`config.mk`:
```
export PLATFORM = sky130hd
export DESIGN_NAME = mqtt_rx_packet_parser_flat
export DESIGN_NICKNAME = d
export VERILOG_FILES = /design/src/sv/mqttrx_pkg.sv /design/src/sv/mqttrx_in_if.sv /design/src/sv/mqttrx_out_if.sv /design/src/sv/mqttrx_core.sv /design/src/sv/mqttrx_skid.sv /design/src/sv/mqtt_rx_packet_parser.sv /design/src/flat_wrapper.sv
export SDC_FILE = /design/constraint.sdc
export NUM_CORES = 1
export LEC_CHECK = 0
export BUFFER_PORTS_ARGS = -buffer_cell sky130_fd_sc_hd__buf_2
export CAP_MARGIN = 20
export CORE_UTILIZATION = 25
export CTS_CLUSTER_DIAMETER = 120
export CTS_CLUSTER_SIZE = 28
export DETAILED_ROUTE_END_ITERATION = 16
export RECOVER_POWER = 100
export SLEW_MARGIN = 30
export SYNTH_ARGS = -nofsm -noshare
export SYNTH_HDL_FRONTEND = slang
export SYNTH_SLANG_ARGS = --single-unit
```
`constraint.sdc`:
```
create_clock -name clk -period 4.6 [get_ports clk]
set_input_delay 0.23 -clock clk [delete_from_list [all_inputs] [get_ports clk]]
set_output_delay 0.23 -clock clk [all_outputs]
set_load 0.01 [all_outputs]
```
`src/sv/mqttrx_pkg.sv`:
```
// Shared types and codes for the MQTT receive packet parser.
// Holds packet type codes, result role and verdict codes, and the result struct.
// No dependencies.
package mqttrx_pkg;

    // Packet type codes (upper nibble of the fixed header's first byte)
    localparam logic [3:0] KIND_CONNACK  = 4'd2;
    localparam logic [3:0] KIND_PUBLISH  = 4'd3;
    localparam logic [3:0] KIND_SUBACK   = 4'd9;
    localparam logic [3:0] KIND_PINGRESP = 4'd13;

    // Role of each passed byte
    localparam logic [1:0] ROLE_HEADER  = 2'd0;
    localparam logic [1:0] ROLE_TOPIC   = 2'd1;
    localparam logic [1:0] ROLE_PAYLOAD = 2'd2;
    localparam logic [1:0] ROLE_DROPPED = 2'd3;

    // Verdict on the final byte
    localparam logic [2:0] VERDICT_INVALID  = 3'd0;
    localparam logic [2:0] VERDICT_CONNACK  = 3'd1;
    localparam logic [2:0] VERDICT_SUBACK   = 3'd2;
    localparam logic [2:0] VERDICT_PINGRESP = 3'd3;
    localparam logic [2:0] VERDICT_PUBLISH  = 3'd4;

    // One result transaction
    typedef struct packed {
        logic [1:0] role;
        logic [7:0] out_byte;
        logic [7:0] position;
        logic       done_res;
        logic [2:0] verdict;
        logic [7:0] payload_count;
        logic [5:0] topic_count;
    } res_t;

endpackage

```
`src/sv/mqttrx_in_if.sv`:
```
// Input channel of the MQTT receive packet parser: one packet byte per transaction.
// Standalone interface, no dependencies.
interface mqttrx_in_if;
    logic       valid;
    logic       ready;
    logic [7:0] rx_byte;
    logic       last_byte;

    modport source (output valid, output rx_byte, output last_byte, input ready);
    modport sink   (input valid, input rx_byte, input last_byte, output ready);
endinterface

```
`src/sv/mqttrx_out_if.sv`:
```
// Result channel of the MQTT receive packet parser: one result per input byte.
// Standalone interface, no dependencies.
interface mqttrx_out_if;
    logic       valid;
    logic       ready;
    logic [1:0] role;
    logic [7:0] out_byte;
    logic [7:0] position;
    logic       done_res;
    logic [2:0] verdict;
    logic [7:0] payload_count;
    logic [5:0] topic_count;

    modport source (output valid, output role, output out_byte, output position,
                    output done_res, output verdict, output payload_count,
                    output topic_count, input ready);
    modport sink   (input valid, input role, input out_byte, input position,
                    input done_res, input verdict, input payload_count,
                    input topic_count, output ready);
endinterface

```
`src/sv/mqttrx_core.sv`:
```
// Per-byte parse logic of the MQTT receive packet parser: phase state and counters.
// Produces the result for the byte being accepted; depends on mqttrx_pkg.
module mqttrx_core
    import mqttrx_pkg::*;
#(
    parameter int TOPIC_MAX   = 64,
    parameter int PAYLOAD_MAX = 256
)
(
    input  logic       clk,
    input  logic       rst_n,
    input  logic       accept,
    input  logic [7:0] rx_byte,
    input  logic       last_byte,
    output res_t       res
);

    localparam int TW = $clog2(TOPIC_MAX);
    localparam int PW = $clog2(PAYLOAD_MAX);
    localparam logic [TW-1:0] TOPIC_LIMIT   = TW'(TOPIC_MAX - 1);
    localparam logic [PW-1:0] PAYLOAD_LIMIT = PW'(PAYLOAD_MAX - 1);
    // Byte index only matters up to byte 3, so the count saturates just past it
    localparam logic [2:0] CNT_SAT = 3'd4;
    localparam logic [2:0] CNT_CONNACK_CODE = 3'd3;
    localparam logic [2:0] CNT_MIN_LEN = 3'd2;

    typedef enum logic [2:0] {
        PH_FIRST,
        PH_BODY,
        PH_RLEN,
        PH_TLEN_HI,
        PH_TLEN_LO,
        PH_TOPIC,
        PH_PAYLOAD
    } phase_t;

    phase_t        phase_reg,        phase_next;
    logic [2:0]    cnt_reg,          cnt_next;
    logic [3:0]    kind_reg,         kind_next;
    logic          connack_ok_reg,   connack_ok_next;
    logic [15:0]   topic_left_reg,   topic_left_next;
    logic [TW-1:0] topic_kept_reg,   topic_kept_next;
    logic [PW-1:0] payload_kept_reg, payload_kept_next;

    // Advance the parse by one byte and form its result
    always_comb
    begin
        phase_next        = phase_reg;
        kind_next         = kind_reg;
        connack_ok_next   = connack_ok_reg;
        topic_left_next   = topic_left_reg;
        topic_kept_next   = topic_kept_reg;
        payload_kept_next = payload_kept_reg;
        cnt_next          = (cnt_reg < CNT_SAT) ? cnt_reg + 3'd1 : cnt_reg;

        res               = '0;
        res.role          = ROLE_HEADER;
        res.out_byte      = rx_byte;
        res.done_res      = last_byte;
        res.verdict       = VERDICT_INVALID;

        case (phase_reg)
            PH_BODY:
            begin
                if (cnt_reg == CNT_CONNACK_CODE && kind_reg == KIND_CONNACK)
                begin
                    connack_ok_next = (rx_byte == 8'h00);
                end
            end
            PH_RLEN:
            begin
                // Skip remaining-length bytes until the continuation bit clears
                if (!rx_byte[7])
                begin
                    phase_next = PH_TLEN_HI;
                end
            end
            PH_TLEN_HI:
            begin
                topic_left_next = {rx_byte, 8'h00};
                phase_next      = PH_TLEN_LO;
            end
            PH_TLEN_LO:
            begin
                topic_left_next = {topic_left_reg[15:8], topic_left_reg[7:0] | rx_byte};
                phase_next      = (topic_left_next != 16'd0) ? PH_TOPIC : PH_PAYLOAD;
            end
            PH_TOPIC:
            begin
                if (topic_kept_reg < TOPIC_LIMIT)
                begin
                    res.role        = ROLE_TOPIC;
                    res.position    = 8'(topic_kept_reg);
                    topic_kept_next = topic_kept_reg + TW'(1);
                end
                else
                begin
                    res.role = ROLE_DROPPED;
                end
                topic_left_next = topic_left_reg - 16'd1;
                if (topic_left_next == 16'd0)
                begin
                    phase_next = PH_PAYLOAD;
                end
            end
            PH_PAYLOAD:
            begin
                if (payload_kept_reg < PAYLOAD_LIMIT)
                begin
                    res.role          = ROLE_PAYLOAD;
                    res.position      = 8'(payload_kept_reg);
                    payload_kept_next = payload_kept_reg + PW'(1);
                end
                else
                begin
                    res.role = ROLE_DROPPED;
                end
            end
            default:
            begin
                // First header byte: classify and clear per-packet state
                kind_next         = rx_byte[7:4];
                connack_ok_next   = 1'b0;
                topic_left_next   = 16'd0;
                topic_kept_next   = '0;
                payload_kept_next = '0;
                phase_next        = (rx_byte[7:4] == KIND_PUBLISH) ? PH_RLEN : PH_BODY;
            end
        endcase

        // Give the verdict on the final byte and rearm for the next packet
        if (last_byte)
        begin
            if (cnt_next >= CNT_MIN_LEN)
            begin
                if (kind_next == KIND_CONNACK)
                begin
                    res.verdict = connack_ok_next ? VERDICT_CONNACK : VERDICT_INVALID;
                end
                else if (kind_next == KIND_SUBACK)
                begin
                    res.verdict = VERDICT_SUBACK;
                end
                else if (kind_next == KIND_PINGRESP)
                begin
                    res.verdict = VERDICT_PINGRESP;
                end
                else if (kind_next == KIND_PUBLISH && phase_next == PH_PAYLOAD)
                begin
                    res.verdict = VERDICT_PUBLISH;
                end
            end
            if (res.verdict == VERDICT_PUBLISH)
            begin
                res.payload_count = 8'(payload_kept_next);
                res.topic_count   = 6'(topic_kept_next);
            end
            phase_next = PH_FIRST;
            cnt_next   = 3'd0;
        end
    end

    // Hold parse state; advance on each accepted transaction
    always_ff @(posedge clk or negedge rst_n)
    begin
        if (!rst_n)
        begin
            phase_reg        <= PH_FIRST;
            cnt_reg          <= 3'd0;
            kind_reg         <= 4'd0;
            connack_ok_reg   <= 1'b0;
            topic_left_reg   <= 16'd0;
            topic_kept_reg   <= '0;
            payload_kept_reg <= '0;
        end
        else if (accept)
        begin
            phase_reg        <= phase_next;
            cnt_reg          <= cnt_next;
            kind_reg         <= kind_next;
            connack_ok_reg   <= connack_ok_next;
            topic_left_reg   <= topic_left_next;
            topic_kept_reg   <= topic_kept_next;
            payload_kept_reg <= payload_kept_next;
        end
    end

endmodule

```
`src/sv/mqttrx_skid.sv`:
```
// Two-entry result buffer of the MQTT receive packet parser: output register plus skid.
// Keeps the input side open while one result waits; depends on mqttrx_pkg.
module mqttrx_skid
    import mqttrx_pkg::*;
(
    input  logic clk,
    input  logic rst_n,
    input  logic in_valid,
    output logic in_ready,
    input  res_t in_data,
    output logic out_valid,
    input  logic out_ready,
    output res_t out_data
);

    logic out_valid_reg;
    logic skid_valid_reg;
    res_t out_data_reg;
    res_t skid_data_reg;

    assign in_ready  = !skid_valid_reg;
    assign out_valid = out_valid_reg;
    assign out_data  = out_data_reg;

    // Move skid or input into the output register when it frees; park otherwise
    always_ff @(posedge clk or negedge rst_n)
    begin
        if (!rst_n)
        begin
            out_valid_reg  <= 1'b0;
            skid_valid_reg <= 1'b0;
        end
        else if (!out_valid_reg || out_ready)
        begin
            if (skid_valid_reg)
            begin
                out_valid_reg  <= 1'b1;
                skid_valid_reg <= 1'b0;
            end
            else
            begin
                out_valid_reg <= in_valid;
            end
        end
        else if (in_valid && in_ready)
        begin
            skid_valid_reg <= 1'b1;
        end
    end

    // Hold payloads alongside their valid bits
    always_ff @(posedge clk)
    begin
        if (!out_valid_reg || out_ready)
        begin
            out_data_reg <= skid_valid_reg ? skid_data_reg : in_data;
        end
        else if (in_valid && in_ready)
        begin
            skid_data_reg <= in_data;
        end
    end

endmodule

```
`src/sv/mqtt_rx_packet_parser.sv`:
```
// Top level of the MQTT receive packet parser.
// Depends on mqttrx_pkg, mqttrx_in_if, mqttrx_out_if, mqttrx_core and mqttrx_skid.
//
// Usage:
//   rx carries one received packet byte per transaction, with last_byte set on
//   the final byte of each packet. result returns exactly one transaction per
//   byte: its role (header/ignored, topic, payload, dropped), the byte itself,
//   its position within topic or payload, and on the final byte the verdict,
//   with the kept topic and payload counts for a valid PUBLISH.
//   The result is registered: while the output register is free, a byte's result
//   shows right after the edge that accepts it. One byte is taken per cycle while
//   the result buffer is not full, as the parse core updates its phase per byte.
//   A two-entry result buffer sits on the output, so rx.ready stays high while
//   one result waits; it drops only when two results are held because the
//   receiver stalls, and rises again as soon as result is taken.
//   Reset clears the buffer and returns the parser to expect the first byte of
//   a packet. A zero verdict tells the receiver to discard that packet's output.
module mqtt_rx_packet_parser
    import mqttrx_pkg::*;
#(
    parameter int TOPIC_MAX   = 64,
    parameter int PAYLOAD_MAX = 256
)
(
    input  logic          clk,
    input  logic          rst_n,
    mqttrx_in_if.sink     rx,
    mqttrx_out_if.source  result
);

    logic accept;
    res_t core_res;
    res_t buf_res;

    assign accept = rx.valid && rx.ready;

    // Parse the accepted byte
    mqttrx_core #(
        .TOPIC_MAX   (TOPIC_MAX),
        .PAYLOAD_MAX (PAYLOAD_MAX)
    ) u_core (
        .clk       (clk),
        .rst_n     (rst_n),
        .accept    (accept),
        .rx_byte   (rx.rx_byte),
        .last_byte (rx.last_byte),
        .res       (core_res)
    );

    // Register the result and absorb receiver stalls
    mqttrx_skid u_skid (
        .clk       (clk),
        .rst_n     (rst_n),
        .in_valid  (rx.valid),
        .in_ready  (rx.ready),
        .in_data   (core_res),
        .out_valid (result.valid),
        .out_ready (result.ready),
        .out_data  (buf_res)
    );

    // Unpack the result transaction onto the channel
    assign result.role          = buf_res.role;
    assign result.out_byte      = buf_res.out_byte;
    assign result.position      = buf_res.position;
    assign result.done_res      = buf_res.done_res;
    assign result.verdict       = buf_res.verdict;
    assign result.payload_count = buf_res.payload_count;
    assign result.topic_count   = buf_res.topic_count;

endmodule

```
`src/flat_wrapper.sv`:
```
// flat-port wrapper written by rule: the top's interface ports become plain ports
module mqtt_rx_packet_parser_flat import mqttrx_pkg::*;
#(
    parameter int TOPIC_MAX   = 64,
    parameter int PAYLOAD_MAX = 256
)
  (clk, rst_n, rx_valid, rx_rx_byte, rx_last_byte, rx_ready, result_valid, result_role, result_out_byte, result_position, result_done_res, result_verdict, result_payload_count, result_topic_count, result_ready);
  mqttrx_in_if rx_i ();
  mqttrx_out_if result_i ();
  input  logic clk;
  input  logic rst_n;
  input wire logic [$bits(rx_i.valid)-1:0] rx_valid;
  input wire logic [$bits(rx_i.rx_byte)-1:0] rx_rx_byte;
  input wire logic [$bits(rx_i.last_byte)-1:0] rx_last_byte;
  output wire logic [$bits(rx_i.ready)-1:0] rx_ready;
  output wire logic [$bits(result_i.valid)-1:0] result_valid;
  output wire logic [$bits(result_i.role)-1:0] result_role;
  output wire logic [$bits(result_i.out_byte)-1:0] result_out_byte;
  output wire logic [$bits(result_i.position)-1:0] result_position;
  output wire logic [$bits(result_i.done_res)-1:0] result_done_res;
  output wire logic [$bits(result_i.verdict)-1:0] result_verdict;
  output wire logic [$bits(result_i.payload_count)-1:0] result_payload_count;
  output wire logic [$bits(result_i.topic_count)-1:0] result_topic_count;
  input wire logic [$bits(result_i.ready)-1:0] result_ready;
  assign rx_i.valid = rx_valid;
  assign rx_i.rx_byte = rx_rx_byte;
  assign rx_i.last_byte = rx_last_byte;
  assign rx_ready = rx_i.ready;
  assign result_valid = result_i.valid;
  assign result_role = result_i.role;
  assign result_out_byte = result_i.out_byte;
  assign result_position = result_i.position;
  assign result_done_res = result_i.done_res;
  assign result_verdict = result_i.verdict;
  assign result_payload_count = result_i.payload_count;
  assign result_topic_count = result_i.topic_count;
  assign result_i.ready = result_ready;
  mqtt_rx_packet_parser #(.TOPIC_MAX(TOPIC_MAX), .PAYLOAD_MAX(PAYLOAD_MAX)) u_core (.clk(clk), .rst_n(rst_n), .rx(rx_i), .result(result_i));
endmodule
```
Word level (Yosys, flattened, before mapping)
Index checks and enable logic that the tools add are counted.
{"block": "totals", "elab_cells": 105, "regBits": 115, "inputBits": 13, "output_inout_bits": 38}
{"block": "op_classes", "reduce_logical": 19, "n_addsub": 4, "eq_ne": 15, "n_lt_le_gt_ge": 4, "n_mux": 35, "n_bitwise": 4}
{"op": "one-hot mux 16 bit (4 select lines)", "n": 1}
{"op": "2-to-1 mux 36 bit", "n": 1}
{"op": "2-to-1 mux 3 bit", "n": 11}
{"op": "one-hot mux 8 bit (2 select lines)", "n": 2}
{"op": "2-to-1 mux 17 bit", "n": 1}
{"op": "equality test 4 x 2 -> 1 bit, second input constant", "n": 4}
{"op": "logical NOT 16 bit", "n": 1}
{"op": "2-to-1 mux 8 bit", "n": 2}
{"op": "nonzero test 16 bit", "n": 1}
{"op": "subtractor 16 x 1 -> 16 bit, second input constant", "n": 1}
{"op": "equality test 3 bit, second input constant", "n": 5}
{"op": "one-hot mux 3 bit (5 select lines)", "n": 1}
{"op": "OR reduction 5 bit", "n": 3}
{"op": "2-to-1 mux 14 bit", "n": 1}
{"op": "2-to-1 mux 6 bit", "n": 2}
{"op": "one-hot mux 6 bit (2 select lines)", "n": 1}
{"op": "equality test 3 x 2 -> 1 bit, second input constant", "n": 3}
{"op": "adder 8 x 1 -> 8 bit, second input constant", "n": 1}
{"op": "equality test 4 bit, second input constant", "n": 2}
{"op": "logical NOT 8 bit", "n": 1}
{"op": "< comparator 8 bit, second input constant", "n": 1}
{"op": "bitwise OR 8 bit", "n": 1}
{"op": "adder 6 x 1 -> 6 bit, second input constant", "n": 1}
{"op": "< comparator 6 bit, second input constant", "n": 1}
{"op": "19 further kinds", "n": 32}

Depth between registers and ports, before layout
{"block": "depth", "word_depth": 16, "mapped_depth": 10, "mapped_depth_nobuf": 8}

Cells and area by module
From an unflattened synthesis, not the netlist that was laid out.
{"block": "hier_totals", "cells_unflattened": 577, "hier_area_um2": 6200.9}
{"module": "mqttrx_core", "seq_area_each_um2": 1026.0, "n_inst": 1, "cells_each": 456, "area_each_um2": 3484.6}
{"module": "mqttrx_skid", "seq_area_each_um2": 2212.1, "n_inst": 1, "cells_each": 120, "area_each_um2": 2710.1}
{"module": "mqtt_rx_packet_parser", "seq_area_each_um2": 0.0, "n_inst": 1, "cells_each": 1, "area_each_um2": 6.3}

Least setup slack after synthesis
No wires, ideal clock.
{"block": "synth_timing", "kind": "reg2reg", "startpoint": "reg u_core.u_skid.out_valid_reg, in the netlist u_core.u_skid.out_valid", "endpoint": "reg u_core.u_skid.skid_data_reg[0] (netlist name) (enable)", "setup_time_ns": 0.429, "path_buffers": 0, "period_less_slack_ns": 3.328, "slack_ns": 1.272, "t_required_ns": 4.171, "arrival_ns": 2.899, "stages_incl_launch_ff": 3, "path_cell_list": "dfrtp_1 nand2b_1 nor2_1"}
{"block": "synth_via", "elab_chain_cells": 4}
{"item": "from (decl)", "line_no": "mqttrx_skid.sv:16", "text": "logic out_valid_reg;"}
{"item": "from (signal assigned)", "line_no": "mqttrx_skid.sv:42", "text": "out_valid_reg <= in_valid;"}
{"item": "logical NOT 1 bit", "line_no": "mqttrx_skid.sv:54", "text": "if (!out_valid_reg || out_ready)"}
{"item": "logical OR 1 bit", "line_no": "mqttrx_skid.sv:54"}
{"item": "inverter 1 bit (no line)"}
{"item": "AND reduction 2 bit (no line)"}
{"item": "to (signal assigned)", "line_no": "mqttrx_skid.sv:60", "text": "skid_data_reg <= in_data;"}
{"item": "to (decl)", "line_no": "mqttrx_skid.sv:19", "text": "res_t skid_data_reg;"}
No other way between the ends.
A chain may end at the register's enable or synchronous reset.

Worst setup path after layout
{"block": "layout_timing", "startpoint": "reg u_core.u_core.phase_reg[0]", "endpoint": "reg u_core.u_skid.out_data_reg (netlist bit u_core.u_skid.out_data[2]) (data pin)"}
{"block": "layout_via", "elab_chain_cells": 15, "word_cells_on_any_way": 33, "classes_between": "eq/ne (12); mux (16); reduce/logical (5)"}
{"item": "from (decl)", "line_no": "mqttrx_core.sv:37", "text": "phase_t phase_reg, phase_next;"}
{"item": "from (signal assigned)", "line_no": "mqttrx_core.sv:178", "text": "phase_reg <= phase_next;"}
{"item": "equality test 3 bit, or another cell as far along", "line_no": "mqttrx_core.sv:62", "text": "case (phase_reg)"}
{"item": "OR reduction 2 bit (no line) / OR reduction 6 bit (equally long branches)"}
{"item": "one-hot mux 3 bit (5 select lines) / 2-to-1 mux 4 bit (equally long branches)", "line_no": "mqttrx_core.sv:62"}
{"item": "equality test 3 bit / equality test 4 x 2 -> 1 bit (equally long branches)", "line_no": "mqttrx_core.sv:148", "text": "else if (kind_next == KIND_PUBLISH && phase_next == PH_PAYLOAD)"}
{"item": "logical AND 1 bit", "line_no": "mqttrx_core.sv:148"}
{"item": "2-to-1 mux 3 bit", "line_no": "mqttrx_core.sv:148"}
{"item": "2-to-1 mux 3 bit", "line_no": "mqttrx_core.sv:144", "text": "else if (kind_next == KIND_PINGRESP)"}
{"item": "2-to-1 mux 3 bit", "line_no": "mqttrx_core.sv:140", "text": "else if (kind_next == KIND_SUBACK)"}
{"item": "2-to-1 mux 3 bit", "line_no": "mqttrx_core.sv:136", "text": "if (kind_next == KIND_CONNACK)"}
{"item": "2-to-1 mux 3 bit", "line_no": "mqttrx_core.sv:134", "text": "if (cnt_next >= CNT_MIN_LEN)"}
{"item": "2-to-1 mux 3 bit", "line_no": "mqttrx_core.sv:132", "text": "if (last_byte)"}
{"item": "equality test 3 bit", "line_no": "mqttrx_core.sv:153", "text": "if (res.verdict == VERDICT_PUBLISH)"}
{"item": "2-to-1 mux 14 bit (*)", "line_no": "mqttrx_core.sv:153"}
{"item": "2-to-1 mux 17 bit (*)", "line_no": "mqttrx_core.sv:132"}
{"item": "2-to-1 mux 36 bit (*)", "line_no": "mqttrx_skid.sv:56", "text": "out_data_reg <= skid_valid_reg ? skid_data_reg : in_data;"}
{"item": "to (signal assigned)", "line_no": "mqttrx_skid.sv:56"}
{"item": "to (decl)", "line_no": "mqttrx_skid.sv:18", "text": "res_t out_data_reg;"}
Mark *: on every way between the ends. The rest lies on a longest branch, timed or not. The select of a mux whose other input is x is not followed.

==> qor.yml <==
clocking:
  numCtsBuffers: 17
  cts_max_level: 4
  ctsHoldBuffers: 1
  cts_buffer_depth: 2
  post-cts-setup-buffers: 0
  cts_sinks: 115
  clk_pin_slew_ps: 50
  worstSkewPairLatency_ps: 420
  root_buffer: "clkbuf_16"
  cts_resized: 0
  cts_tree: "done"
timing:
  timing.setup.tns_ps: 0
  period_share_pct: 81.9
  finalSetupViolCount: 0
  clock_skew_ps: 12.2
  worstMarginPinSlew_ps: 2590
  final_hold_viol_count: 0
  fmax_ghz: 0.265
  fin_ws_ps: 833
  period_needed_ps: 3770
  slew_headroom_pct: -72.4
  finalMaxSlewViolations: 195
  rsz0062_at_grt: "false"
flow_run:
  cap_violations: 5
route:
  routedWlPerCell_um: 16.5
  vias: 4900
  dr_wl_met3_um: 828
  highest_layer: "met4"
  wl_met2_um: 7440
  vias_per_cell: 5.06
  ant_nets: 0
  routed_wl_um: 16000
  first_pass_iters: 7
  dr.first_iter.drc_count: 411
  wl_met1_um: 7460
  drc: 0
global_route:
  grt_max_degree: 47
  antenna_found_initial: 0
  grt_pass1_vias: 4695
  grt_pass1_wl_um: 25600
  grtUsageTotal_pct: 13.5
  overflow: 0
cells_and_area:
  area_delta_synth_final_pct: 15.7
  finalNonFillerCells: 968
  num_antenna_cells: 0
  nets: 658
  drive_above_1_share_pct: 10.3
  postLayoutCellArea_um2: 7090
pwr:
  ir_worst_vdd_mv: 0.254
  p_leak_uw: 0.00248
  intPower_uw: 2110
  combPwrFrac_pct: 17.6
  power.total_uw: 2950
  power_frac_seq_pct: 42.7
  powerDensity_nw_per_um2: 417
  switchingPower_uw: 841
  switching_share_pct: 28.5
  power_frac_clock_pct: 39.6
synth:
  syn_area_um2: 6120
  syn_nets: 619
  async_reset_ff_share_pct: 37.4
  synthesis.instances: 599
  synth_edf_count: 72
  ys_ff_latch: 115
  synth.yosys.seq_area_share_pct: 52.9
  synth.avg_cell_area_um2: 10.2
  yosysTopAreaCellShare_pct: 35.3
  synth_warnings: 0
  synthFlopType: "edfxtp_1"
  post_synth_main_area_contributors: "edfxtp_1, dfrtp_1, o21ai_0"
  synth.distinct_cells: 68
  yosysTopAreaCell: "edfxtp_1"
placed_design:
  io_buffers: 50
  place_inst: 937
  place_congestion: 0.869
  hpwlAfterDp_um: 11000
  dpl_cell_area_um2: 6730
  place_ws_ps: 1180
hold_path:
  min_to: "u_core.u_skid.out_valid"
  hp-start: "rx_valid"
  hp-class: "in -> reg"
  hold_path_depth: 3
setup_path:
  ff2ff_setup_slack_ps: 830
  required_ps: 4870
  path_max_fanout: 26
  reg2reg_depth: 8
  arrival_ps: 4040
  r2r-end: "u_core.u_skid.out_data[2]"
  r2r-start: "u_core.u_core.phase_reg[0]"
  end_kind: "flip-flop"
  cp-start-kind: "flip-flop"
  setup.worst_path.class: "reg -> reg"
floorplanning:
  dieArea_um2: 25100
  io_pins: 51
  num_rows: 56
  core_area_um2: 23800
  die_x_um: 159
  start_util_pct: 25.8
  die_h_um: 159
outcome:
  violations: "capacitance limit, slew limit"
  status: "complete, but fails checks"
[how the worst max path moves through the flow]
| stage | to | slack (ps) | from | depth (start not counted) |
|---|---|---|---|---|
| final | u_core.u_skid.out_data[2] | 830 | u_core.u_core.phase_reg[0] | 8 |
| after global routing | u_core.u_skid.out_data[2] | 540 | u_core.u_core.phase_reg[0] | 8 |
| after CTS | u_core.u_skid.out_data[3] | 1210 | u_core.u_core.phase_reg[0] | 8 |
| after detailed placement | u_core.u_skid.out_data[3] | 1180 | u_core.u_core.phase_reg[0] | 8 |
| after global placement | u_core.u_skid.out_data[0] | 1320 | u_core.u_core.topic_left_reg[0] | 9 |
| after floorplan | u_core.u_skid.skid_data_reg[0] | 1270 | u_core.u_skid.out_valid | 2 |
[layout make-up]
type                       instances  area (um2)
clock buffer                      19         433
inverter                          10        37.5
sequential                       115        3240
timing repair buffer              66         273
clock inverter                    11        91.3
tap                              319         399
fill                            2507       16700
multi-input combinational        428        2620
[cell usage after synthesis (4+ instances only)]
cell type / n
buf_1: 5
nor2_1: 34
mux2_2: 20
and3_1: 10
a21oi_1: 23
ha_1: 7
nand4_1: 4
edfxtp_1: 72
a22o_1: 7
inv_1: 9
clkbuf_1: 30
nor2b_1: 6
nor3_1: 27
nand2_1: 80
o21ai_0: 66
xor2_1: 4
a41oi_1: 4
nor4_1: 7
buf_2: 9
a22oi_1: 9
nand2b_1: 5
xnor2_1: 5
o41ai_2: 6
o31ai_1: 7
nand3_1: 14
dfrtp_1: 43
a32oi_1: 4
a31oi_1: 7
or3_1: 11
[metrics by stage]
step | hold WS (ps) | util (%)
after floorplan | -65.6 | -
after global placement | 469 | 28.2
after detailed placement | 278 | 28.3
after CTS | 53.5 | 30.6
after global routing | 66.1 | 29.8
final | 65.4 | 29.8
[worst max-delay path: stages, from the launching register on]
cell	delay [ps]
dfrtp_1	840
clkbuf_1	380
nor4b_1	110
a221o_1	300
a221oi_1	290
o2111ai_1	780
clkbuf_1	400
or3_1	370
o21ai_0	140
[layout by cell type, fill, tap and decap left out, drive strengths merged, types with 14 or more instances in the layout]
cell | Yosys | final
a21oi | 23 | 23
clkbuf | 30 | 77
dfrtp | 43 | 43
edfxtp | 72 | 72
mux2 | 20 | 20
nand2 | 80 | 80
nand3 | 14 | 14
nor2 | 34 | 34
nor3 | 27 | 27
o21ai | 69 | 69
[power by group through the flow]
stage               combinational, uW  sequential, uW  clock (uW)
finish                            521            1260        1170
global route                      582            1280        1250
CTS                               539            1260        1200
detailed placement                533            1280           0
global placement                  530            1280           0
floorplan                         375            1270           0
[logic make-up after synthesis]
logic type / after synthesis / share of synthesized area [%]
simple gates: 223 / 18.1
buf+inv: 56 / 3.86
xor+xnor: 9 / 1.29
flops: 115 / 52.9
mux: 21 / 3.84
fa+ha+maj: 7 / 1.43
compound gates: 168 / 18.6
[per-layer routing]
metal	up-vias	GRT usage (%)
li1	2345	-
met4	0	4.99
met2	171	21.2
met5	-	0
met3	14	3.48
met1	2370	17.6
No activity file was read; power rests on OpenSTA's default activity.
